--- src/rtl/lseg_pkg.sv ---
`default_nettype none
package lseg_pkg;

    localparam int IDX_W   = 6;
    localparam int LVL_W   = 8;
    localparam int PHASE_W = 9;
    localparam int HUE_W   = 9;
    localparam int MODE_W  = 3;
    localparam int COL_W   = 4;
    localparam int RGB_W   = 3 * LVL_W;

    localparam logic [MODE_W-1:0] MODE_STATIC  = 3'd0;
    localparam logic [MODE_W-1:0] MODE_FLASH   = 3'd1;
    localparam logic [MODE_W-1:0] MODE_CHASE   = 3'd2;
    localparam logic [MODE_W-1:0] MODE_BREATHE = 3'd3;
    localparam logic [MODE_W-1:0] MODE_RAINBOW = 3'd4;

    localparam logic [COL_W-1:0] COL_WHITE  = 4'd0;
    localparam logic [COL_W-1:0] COL_RED    = 4'd1;
    localparam logic [COL_W-1:0] COL_ORANGE = 4'd2;
    localparam logic [COL_W-1:0] COL_YELLOW = 4'd3;
    localparam logic [COL_W-1:0] COL_GREEN  = 4'd4;
    localparam logic [COL_W-1:0] COL_BLUE   = 4'd5;
    localparam logic [COL_W-1:0] COL_INDIGO = 4'd6;
    localparam logic [COL_W-1:0] COL_PURPLE = 4'd7;
    localparam logic [COL_W-1:0] COL_OFF    = 4'd8;

    localparam logic [1:0] REG_POWER  = 2'd0;
    localparam logic [1:0] REG_MODE   = 2'd1;
    localparam logic [1:0] REG_COLOUR = 2'd2;
    localparam logic [1:0] REG_BRIGHT = 2'd3;

    localparam logic [1:0] CH_NONE = 2'd0;
    localparam logic [1:0] CH_HALF = 2'd1;
    localparam logic [1:0] CH_FULL = 2'd2;

    localparam logic [HUE_W-1:0] HUE_FULL   = 9'd360;
    localparam logic [HUE_W-1:0] HUE_SEG    = 9'd120;
    localparam logic [HUE_W-1:0] HUE_SEG2   = 9'd240;
    localparam logic [LVL_W-1:0] LEVEL_MAX  = 8'd255;
    localparam logic [LVL_W-1:0] BRIGHT_RST = 8'd100;

    localparam logic [PHASE_W:0] FLASH_PERIOD   = 10'd2;
    localparam logic [PHASE_W:0] BREATHE_PERIOD = 10'd512;
    localparam logic [PHASE_W:0] STATIC_PERIOD  = 10'd1;

    typedef struct packed {
        logic                power;
        logic [MODE_W-1:0]   mode;
        logic [COL_W-1:0]    colour;
        logic [LVL_W-1:0]    level;
        logic [PHASE_W-1:0]  phase;
        logic [IDX_W-1:0]    index;
    } shade_ctrl_t;

    function automatic logic [MODE_W-1:0] mode_clamp(input logic [MODE_W-1:0] m);
        return (m > MODE_RAINBOW) ? MODE_STATIC : m;
    endfunction

    function automatic logic [COL_W-1:0] colour_clamp(input logic [COL_W-1:0] c);
        return (c > COL_OFF) ? COL_OFF : c;
    endfunction

    function automatic logic [LVL_W-1:0] chan(input logic [1:0] sel, input logic [LVL_W-1:0] lvl);
        logic [LVL_W-1:0] v;
        case (sel)
            CH_FULL: v = lvl;
            CH_HALF: v = lvl >> 1;
            default: v = '0;
        endcase
        return v;
    endfunction

    // {red, green, blue}, red in the top byte
    function automatic logic [RGB_W-1:0] paint(input logic [COL_W-1:0] c,
                                               input logic [LVL_W-1:0] lvl);
        logic [5:0] sel;
        case (c)
            COL_WHITE:  sel = {CH_FULL, CH_FULL, CH_FULL};
            COL_RED:    sel = {CH_FULL, CH_NONE, CH_NONE};
            COL_ORANGE: sel = {CH_FULL, CH_HALF, CH_NONE};
            COL_YELLOW: sel = {CH_FULL, CH_FULL, CH_NONE};
            COL_GREEN:  sel = {CH_NONE, CH_FULL, CH_NONE};
            COL_BLUE:   sel = {CH_NONE, CH_NONE, CH_FULL};
            COL_INDIGO: sel = {CH_NONE, CH_HALF, CH_FULL};
            COL_PURPLE: sel = {CH_HALF, CH_NONE, CH_FULL};
            default:    sel = {CH_NONE, CH_NONE, CH_NONE};
        endcase
        return {chan(sel[5:4], lvl), chan(sel[3:2], lvl), chan(sel[1:0], lvl)};
    endfunction

endpackage
`default_nettype wire

--- src/rtl/lseg_scale.sv ---
`default_nettype none
module lseg_scale (
    input  wire logic                      aclk,
    input  wire logic                      en,
    input  wire logic [lseg_pkg::LVL_W-1:0] op_a,
    input  wire logic [lseg_pkg::LVL_W-1:0] op_b,
    output logic      [lseg_pkg::LVL_W-1:0] q
);
    import lseg_pkg::*;

    logic [2*LVL_W-1:0] prod_reg;
    logic [2*LVL_W:0]   adj;

    always_ff @(posedge aclk) begin
        if (en) begin
            prod_reg <= op_a * op_b;
        end
    end

    // floor(p / 255), exact for products of two 8-bit values
    assign adj = {1'b0, prod_reg} + {{(LVL_W+1){1'b0}}, prod_reg[2*LVL_W-1:LVL_W]}
               + {{(2*LVL_W){1'b0}}, 1'b1};
    assign q   = adj[2*LVL_W-1:LVL_W];

endmodule
`default_nettype wire

--- src/rtl/lseg_shade.sv ---
`default_nettype none
module lseg_shade #(
    parameter int LED_COUNT = 8
) (
    input  wire logic                       [lseg_pkg::HUE_W-1:0] hue,
    input  wire lseg_pkg::shade_ctrl_t      ctrl,
    input  wire logic                       [lseg_pkg::LVL_W-1:0] res_a,
    input  wire logic                       [lseg_pkg::LVL_W-1:0] res_b,
    output logic                            [lseg_pkg::LVL_W-1:0] op_a,
    output logic                            [lseg_pkg::LVL_W-1:0] op_b,
    output logic                            [lseg_pkg::RGB_W-1:0] rgb
);
    import lseg_pkg::*;

    localparam logic [IDX_W-1:0] LAST_IDX = IDX_W'(LED_COUNT - 1);

    logic [MODE_W-1:0] mode;
    logic [COL_W-1:0]  col;
    logic [COL_W-1:0]  col_white_off;
    logic [6:0]        x;
    logic [6:0]        y;
    logic [10:0]       up17;
    logic [10:0]       down17;
    logic [1:0]        seg;
    logic [IDX_W-1:0]  p_lo;
    logic [IDX_W-1:0]  p_nxt;
    logic              hit;

    always_comb begin
        mode          = mode_clamp(ctrl.mode);
        col           = colour_clamp(ctrl.colour);
        col_white_off = (col == COL_OFF) ? COL_WHITE : col;

        if (hue >= HUE_SEG2) begin
            seg = 2'd2;
            x   = 7'(hue - HUE_SEG2);
        end else if (hue >= HUE_SEG) begin
            seg = 2'd1;
            x   = 7'(hue - HUE_SEG);
        end else begin
            seg = 2'd0;
            x   = hue[6:0];
        end
        y      = 7'(HUE_SEG) - x;
        up17   = {x, 4'b0} + {4'b0, x};
        down17 = {y, 4'b0} + {4'b0, y};
        op_a   = down17[10:3];
        op_b   = up17[10:3];

        p_lo  = ctrl.phase[IDX_W-1:0];
        p_nxt = (p_lo == LAST_IDX) ? '0 : p_lo + 1'b1;
        hit   = (ctrl.index == p_lo) || (ctrl.index == p_nxt);

        rgb = '0;
        if (ctrl.power) begin
            case (mode)
                MODE_FLASH: begin
                    rgb = paint((col == COL_INDIGO || col == COL_OFF) ? COL_WHITE : col,
                                ctrl.phase[0] ? LEVEL_MAX : '0);
                end
                MODE_CHASE: begin
                    if (hit) begin
                        rgb = paint(col_white_off, ctrl.level);
                    end
                end
                MODE_BREATHE: begin
                    if (!ctrl.phase[PHASE_W-1]) begin
                        rgb = paint(col, ctrl.phase[LVL_W-1:0]);
                    end else begin
                        rgb = paint(col_white_off, ~ctrl.phase[LVL_W-1:0]);
                    end
                end
                MODE_RAINBOW: begin
                    case (seg)
                        2'd0:    rgb = {res_a, res_b, {LVL_W{1'b0}}};
                        2'd1:    rgb = {{LVL_W{1'b0}}, res_a, res_b};
                        default: rgb = {res_b, {LVL_W{1'b0}}, res_a};
                    endcase
                end
                default: begin
                    rgb = paint(col, ctrl.level);
                end
            endcase
        end
    end

endmodule
`default_nettype wire

--- src/rtl/led_strip_effect_generator_core.sv ---
`default_nettype none
// LED strip effect generator. Each accepted s_ transaction (bit 0 = advance)
// produces one frame of LED_COUNT m_ transactions, one per pixel in index
// order, m_tlast on the final pixel. Every pixel passes through one shared
// 8x8 multiplier with a divide-by-255 correction, two products per pixel
// (used by rainbow effect); s_tready is low while a frame is in progress.
// Configuration writes are taken any time but must be issued only while
// the block is idle; writing effect_mode restarts the effect phase.
module led_strip_effect_generator_core #(
    parameter int LED_COUNT = 8
) (
    input  wire logic        aclk,
    input  wire logic        aresetn,
    input  wire logic        s_tvalid,
    output logic             s_tready,
    input  wire logic [7:0]  s_tdata,   // [0] advance, [7:1] zero
    output logic             m_tvalid,
    input  wire logic        m_tready,
    output logic      [31:0] m_tdata,   // [5:0] led_index, [13:6] red, [21:14] green,
                                        // [29:22] blue, [31:30] zero
    output logic             m_tlast,   // frame_last
    input  wire logic        cfg_valid,
    output logic             cfg_ready,
    input  wire logic [1:0]  cfg_index,
    input  wire logic [7:0]  cfg_data
);
    import lseg_pkg::*;

    localparam logic [IDX_W-1:0] LAST_IDX = IDX_W'(LED_COUNT - 1);
    localparam logic [HUE_W-1:0] HUE_STEP = HUE_W'(360 / LED_COUNT);

    typedef enum logic [3:0] {
        ST_IDLE  = 4'b0001,
        ST_MUL_A = 4'b0010,
        ST_MUL_B = 4'b0100,
        ST_PUT   = 4'b1000
    } state_t;

    state_t             state_reg,  state_next;
    logic               power_reg,  power_next;
    logic [MODE_W-1:0]  mode_reg,   mode_next;
    logic [COL_W-1:0]   colour_reg, colour_next;
    logic [LVL_W-1:0]   bright_reg, bright_next;
    logic [PHASE_W-1:0] phase_reg,  phase_next;
    logic [IDX_W-1:0]   idx_reg,    idx_next;
    logic [HUE_W-1:0]   hue_reg,    hue_next;
    logic               adv_reg,    adv_next;
    logic [LVL_W-1:0]   res_a_reg,  res_a_next;
    logic               mval_reg,   mval_next;
    logic [29:0]        mdata_reg,  mdata_next;
    logic               mlast_reg,  mlast_next;

    logic [PHASE_W:0]   period;
    logic [PHASE_W:0]   phase_inc;
    logic [PHASE_W-1:0] phase_adv;
    logic [HUE_W:0]     hue_sum;
    logic [HUE_W-1:0]   hue_step_next;
    logic               out_free;
    logic               mul_en;
    logic [LVL_W-1:0]   mul_a;
    logic [LVL_W-1:0]   op_a;
    logic [LVL_W-1:0]   op_b;
    logic [LVL_W-1:0]   mul_q;
    logic [RGB_W-1:0]   rgb;
    shade_ctrl_t        ctrl;

    assign ctrl = '{power:  power_reg,
                    mode:   mode_reg,
                    colour: colour_reg,
                    level:  bright_reg,
                    phase:  phase_reg,
                    index:  idx_reg};

    lseg_shade #(
        .LED_COUNT(LED_COUNT)
    ) u_shade (
        .hue   (hue_reg),
        .ctrl  (ctrl),
        .res_a (res_a_reg),
        .res_b (mul_q),
        .op_a  (op_a),
        .op_b  (op_b),
        .rgb   (rgb)
    );

    assign mul_en = (state_reg == ST_MUL_A) || (state_reg == ST_MUL_B);
    assign mul_a  = (state_reg == ST_MUL_B) ? op_b : op_a;

    lseg_scale u_scale (
        .aclk (aclk),
        .en   (mul_en),
        .op_a (mul_a),
        .op_b (bright_reg),
        .q    (mul_q)
    );

    assign s_tready  = (state_reg == ST_IDLE);
    assign cfg_ready = 1'b1;
    assign m_tvalid  = mval_reg;
    assign m_tdata   = {2'b00, mdata_reg};
    assign m_tlast   = mlast_reg;
    assign out_free  = !mval_reg || m_tready;

    always_comb begin
        case (mode_clamp(mode_reg))
            MODE_FLASH:   period = FLASH_PERIOD;
            MODE_CHASE:   period = (PHASE_W+1)'(LED_COUNT);
            MODE_BREATHE: period = BREATHE_PERIOD;
            MODE_RAINBOW: period = {1'b0, HUE_FULL};
            default:      period = STATIC_PERIOD;
        endcase
        phase_inc = {1'b0, phase_reg} + 1'b1;
        phase_adv = (phase_inc == period) ? '0 : phase_inc[PHASE_W-1:0];

        hue_sum       = {1'b0, hue_reg} + {1'b0, HUE_STEP};
        hue_step_next = (hue_sum >= {1'b0, HUE_FULL}) ? HUE_W'(hue_sum - {1'b0, HUE_FULL})
                                                      : hue_sum[HUE_W-1:0];
    end

    always_comb begin
        state_next  = state_reg;
        power_next  = power_reg;
        mode_next   = mode_reg;
        colour_next = colour_reg;
        bright_next = bright_reg;
        phase_next  = phase_reg;
        idx_next    = idx_reg;
        hue_next    = hue_reg;
        adv_next    = adv_reg;
        res_a_next  = res_a_reg;
        mval_next   = mval_reg && !m_tready;
        mdata_next  = mdata_reg;
        mlast_next  = mlast_reg;

        case (state_reg)
            ST_IDLE: begin
                if (s_tvalid) begin
                    adv_next   = s_tdata[0];
                    hue_next   = phase_reg;
                    idx_next   = '0;
                    state_next = ST_MUL_A;
                end
            end
            ST_MUL_A: begin
                state_next = ST_MUL_B;
            end
            ST_MUL_B: begin
                res_a_next = mul_q;
                state_next = ST_PUT;
            end
            ST_PUT: begin
                if (out_free) begin
                    mval_next  = 1'b1;
                    mdata_next = {rgb[7:0], rgb[15:8], rgb[23:16], idx_reg};
                    mlast_next = (idx_reg == LAST_IDX);
                    if (idx_reg == LAST_IDX) begin
                        idx_next   = '0;
                        state_next = ST_IDLE;
                        if (power_reg && adv_reg) begin
                            phase_next = phase_adv;
                        end
                    end else begin
                        idx_next   = idx_reg + 1'b1;
                        hue_next   = hue_step_next;
                        state_next = ST_MUL_A;
                    end
                end
            end
            default: begin
                state_next = ST_IDLE;
            end
        endcase

        if (cfg_valid) begin
            case (cfg_index)
                REG_POWER:  power_next  = cfg_data[0];
                REG_MODE: begin
                    mode_next  = cfg_data[MODE_W-1:0];
                    phase_next = '0;
                end
                REG_COLOUR: colour_next = cfg_data[COL_W-1:0];
                REG_BRIGHT: bright_next = cfg_data;
                default:    power_next  = power_reg;
            endcase
        end
    end

    always_ff @(posedge aclk) begin
        if (!aresetn) begin
            state_reg  <= ST_IDLE;
            power_reg  <= 1'b0;
            mode_reg   <= MODE_STATIC;
            colour_reg <= COL_WHITE;
            bright_reg <= BRIGHT_RST;
            phase_reg  <= '0;
            idx_reg    <= '0;
            mval_reg   <= 1'b0;
        end else begin
            state_reg  <= state_next;
            power_reg  <= power_next;
            mode_reg   <= mode_next;
            colour_reg <= colour_next;
            bright_reg <= bright_next;
            phase_reg  <= phase_next;
            idx_reg    <= idx_next;
            mval_reg   <= mval_next;
        end
    end

    always_ff @(posedge aclk) begin
        hue_reg   <= hue_next;
        adv_reg   <= adv_next;
        res_a_reg <= res_a_next;
        mdata_reg <= mdata_next;
        mlast_reg <= mlast_next;
    end

    a_phase_in_period: assert property (@(posedge aclk) disable iff (!aresetn)
        {1'b0, phase_reg} < period)
        else $error("effect phase outside its period");

    a_last_index: assert property (@(posedge aclk) disable iff (!aresetn)
        (m_tvalid && m_tlast) |-> (m_tdata[IDX_W-1:0] == LAST_IDX))
        else $error("frame end on wrong pixel");

    a_idle_index: assert property (@(posedge aclk) disable iff (!aresetn)
        (state_reg == ST_IDLE) |-> (idx_reg == '0))
        else $error("pixel counter not cleared at frame end");

    a_put_after_mul: assert property (@(posedge aclk) disable iff (!aresetn)
        (state_reg == ST_MUL_B) |-> $past(state_reg == ST_MUL_A))
        else $error("second product issued without first");

endmodule
`default_nettype wire
--- config.mk ---
export PLATFORM = sky130hd
export DESIGN_NAME = led_strip_effect_generator_core
export DESIGN_NICKNAME = d
export VERILOG_FILES = /design/src/rtl/lseg_pkg.sv /design/src/rtl/lseg_scale.sv /design/src/rtl/lseg_shade.sv /design/src/rtl/led_strip_effect_generator_core.sv
export SDC_FILE = /design/constraint.sdc
export NUM_CORES = 1
export LEC_CHECK = 0
export BUFFER_PORTS_ARGS = -buffer_cell sky130_fd_sc_hd__buf_2
export CAP_MARGIN = 20
export CORE_MARGIN = 4
export CORE_UTILIZATION = 40
export CTS_CLUSTER_SIZE = 14
export DETAILED_ROUTE_END_ITERATION = 8
export PLACE_DENSITY_LB_ADDON = 0.2
export SETUP_SLACK_MARGIN = 0.2
export SYNTH_ARGS = -nofsm -noshare
export SYNTH_HDL_FRONTEND = slang
export SYNTH_HIERARCHICAL = 1
export SYNTH_SLANG_ARGS = --single-unit
--- constraint.sdc ---
create_clock -name aclk -period 8.8 [get_ports aclk]
set_clock_uncertainty 0.2 [all_clocks]
set_input_delay 0.88 -clock aclk [delete_from_list [all_inputs] [get_ports aclk]]
set_output_delay 0.88 -clock aclk [all_outputs]
set_load 0.1 [all_outputs]
==> impl_metrics.json <==
{
  "outcome": "complete, no violations",
  "ys_warn_count": 6,
  "final_common_cell": "nand2_1",
  "cts_resized": 0,
  "route.met3.wl_mm": 1.49,
  "synth_top_area_share": 0.184,
  "synth_fa_ha_area_frac": 0.160,
  "wl_met2_mm": 13.0,
  "core_area_um2": 26100,
  "start_util": 0.407,
  "synth_compound_area_frac": 0.209,
  "p_leak_nw": 4.56,
  "critical_path_required_ns": 8.69,
  "cts_buffers": 9,
  "synth_flop_cell": "edfxtp_1",
  "synth_xor_area_frac": 0.0542,
  "start_kind": "flop",
  "slowest_delay_ns": 0.54,
  "fin_cells": 1575,
  "wire_per_inst_um": 18.5,
  "synthToLayoutAreaGrowth_pct": 7.66,
  "wl_mm": 29.1,
  "htreeDepth": 3,
  "hold_class": "reg -> reg",
  "hp-start": "power_reg$_SDFFE_PN0P_",
  "fmax_mhz": 125,
  "clk_pin_slew_worst_paths_ns": 0.07,
  "crit_path_max_fanout": 18,
  "post_cts_buffers": 0,
  "drive_gt1_frac": 0.106,
  "cts_hold_buf": 0,
  "synth_area_um2": 10600,
  "antennaDiodeCount": 0,
  "ys_ff_latch": 101,
  "postLayoutCoreUtil": 0.438,
  "dpl.hpwl_mm": 20.9,
  "synth_mux_area_frac": 0.0406,
  "cts_tree": "built",
  "path_class": "reg -> reg",
  "crit_top_cell": "fa_1",
  "drt-met1-wl_mm": 13.6,
  "relSlewSlack": 0.332,
  "grt_usage": 0.199,
  "r2r_start": "hue_reg[4]$_DFFE_PP_",
  "nNetsFinal": 1371,
  "drv_slew": 0,
  "hold_viol": 0,
  "synth_cell_type_count": 95,
  "holdPathEnd": "power_reg$_SDFFE_PN0P_",
  "layout_common_cells": "nand2_1 (105), inv_1 (95), ha_1 (75)",
  "holdPathStages": 2,
  "cts_sinks": 101,
  "antenna_left": 0,
  "worst_pin_slew_ns": 1.00,
  "seq_area_frac_synth": 0.251,
  "grt_max_degree": 33,
  "post-route-period-util": 0.912,
  "firstDrtPassIters": 5,
  "die_w_um": 171,
  "synth_largest_area_cell": "edfxtp_1",
  "gp_congestion": 0.864,
  "crit_slowest_cell": "fa_1",
  "post-route-min-period_ns": 8.03,
  "irDropWorstVdd_mv": 0.254,
  "finalSetupTns_ns": 0,
  "largest_reg_flops": 30,
  "rrSetupSlack_ns": 0.77,
  "end_kind": "flop",
  "synth_top_family_by_area": "simple AND/OR/NAND/NOR gates",
  "p_per_area_nw_per_um2": 241,
  "vias": 9214,
  "grt_pass1_wl_mm": 46.6,
  "die_h_um": 171,
  "reg2reg_to": "u_scale/prod_reg[15]$_DFFE_PP_",
  "drt-vias-per-instance": 5.85,
  "route.detailed.drc": 0,
  "first_global_vias": 8433,
  "rsz0062_at_grt": "false",
  "top_layer": "met5",
  "drv_cap": 0,
  "synth_edf_count": 65,
  "place_inst": 1558,
  "antenna_found_initial": 1,
  "yosys.area_share.simple": 0.218,
  "clock-root-buffer": "clkbuf_16",
  "row_count": 59,
  "cp.arrival_ns": 7.92,
  "clock_latency_ns": 0.36,
  "drtIter0Drc": 773,
  "ctsLongestPathBuffers": 2,
  "overflow": 0,
  "io_pins": 59,
  "synth_area_leaders": "edfxtp_1 (18%), ha_1 (8.8%), fa_1 (7.2%), dfxtp_1 (6.8%), and2_1 (4.1%)",
  "synth_async_sr_flop_share": 0,
  "rr_worst_depth": 28,
  "portBuffers": 48,
  "die_area_um2": 29300,
  "setup_viol": 0,
  "synth_area_per_cell_um2": 8.64,
  "syn_inst": 1231
}
metrics by stage:
stage	setup WS (ns)	power, mW	hold WS [ns]	cell area, um2
5_1_grt	0.297	3.06	0.356	11400
2_1_floorplan	1.50	1.98	0.259	10600
3_5_place_dp	0.923	2.34	0.314	11100
3_3_place_gp	0.877	2.33	0.299	11100
4_1_cts	0.872	2.78	0.332	11400
6_report	0.774	2.76	0.323	11400
synth_stat cells, drive strengths merged, types with 5 or more instances:
cell / n
a211oi: 9
a21boi: 12
a21o: 18
a21oi: 53
a221oi: 9
a22o: 6
a22oi: 47
a31oi: 7
and2: 71
and3: 5
buf: 21
clkbuf: 58
dfxtp: 36
edfxtp: 65
fa: 38
ha: 75
inv: 95
mux2: 9
mux2i: 33
nand2: 105
nand2b: 14
nand3: 42
nand3b: 8
nand4: 19
nand4bb: 5
nor2: 58
nor2b: 16
nor3: 26
nor3b: 10
nor4: 7
o211ai: 11
o21a: 6
o21ai: 67
o221ai: 13
o22ai: 14
o31a: 5
or3: 11
xnor2: 39
xor2: 26
final cells by class:
class / count / area [um2]
multi-input cells: 957 / 7290
clock buffers: 10 / 229
clock inverters: 6 / 70.1
repair buffers: 71 / 413
well taps: 335 / 419
flip-flops and latches: 101 / 2670
fillers: 2666 / 14700
inverters: 95 / 357
worst max-delay path by stage:
| stage | startpoint | end | slack [ns] | cells past startpoint |
|---|---|---|---|---|
| finish | hue_reg[4]$_DFFE_PP_ | u_scale/prod_reg[15]$_DFFE_PP_ | 0.77 | 28 |
| global route | hue_reg[4]$_DFFE_PP_ | u_scale/prod_reg[15]$_DFFE_PP_ | 0.30 | 28 |
| CTS | hue_reg[4]$_DFFE_PP_ | u_scale/prod_reg[15]$_DFFE_PP_ | 0.87 | 28 |
| detailed placement | hue_reg[4]$_DFFE_PP_ | u_scale/prod_reg[15]$_DFFE_PP_ | 0.92 | 28 |
| global placement | hue_reg[4]$_DFFE_PP_ | u_scale/prod_reg[15]$_DFFE_PP_ | 0.88 | 28 |
| floorplan | hue_reg[3]$_DFFE_PP_ | u_scale/prod_reg[15]$_DFFE_PP_ | 1.50 | 26 |
where the power goes:
group	switching, mW	internal (mW)	leakage (nW)
Clock	0.195	0.224	0.149
Sequential	0.0378	0.591	0.856
Combinational	1.01	0.694	3.56
Total	1.25	1.51	4.56
cell families after synthesis:
family                   count (synthesis)
AO/OA/AOI/OAI                          316
adder cells (fa/ha/maj)                113
other                                    2
flip-flops                             101
multiplexers                            42
XOR/XNOR                                65
buffers and inverters                  174
AND/OR/NAND/NOR                        418
worst max-delay path, delay by kind of cell (launching register included):
family                   cells  cell delay (ns)
XOR/XNOR                     3             0.66
flip-flops                   1             0.36
multiplexers                 2             0.55
AO/OA/AOI/OAI                7             1.96
AND/OR/NAND/NOR              5             0.72
buffers and inverters        4             0.52
adder cells (fa/ha/maj)      7             2.77
routing by layer:
| metal | track usage | vias up |
|---|---|---|
| li1 | - | 4445 |
| met1 | 0.290 | 4460 |
| met2 | 0.300 | 266 |
| met3 | 0.0229 | 41 |
| met4 | 0.0796 | 2 |
| met5 | 0 | - |
Note: power is estimated with default switching activity, not from simulation.
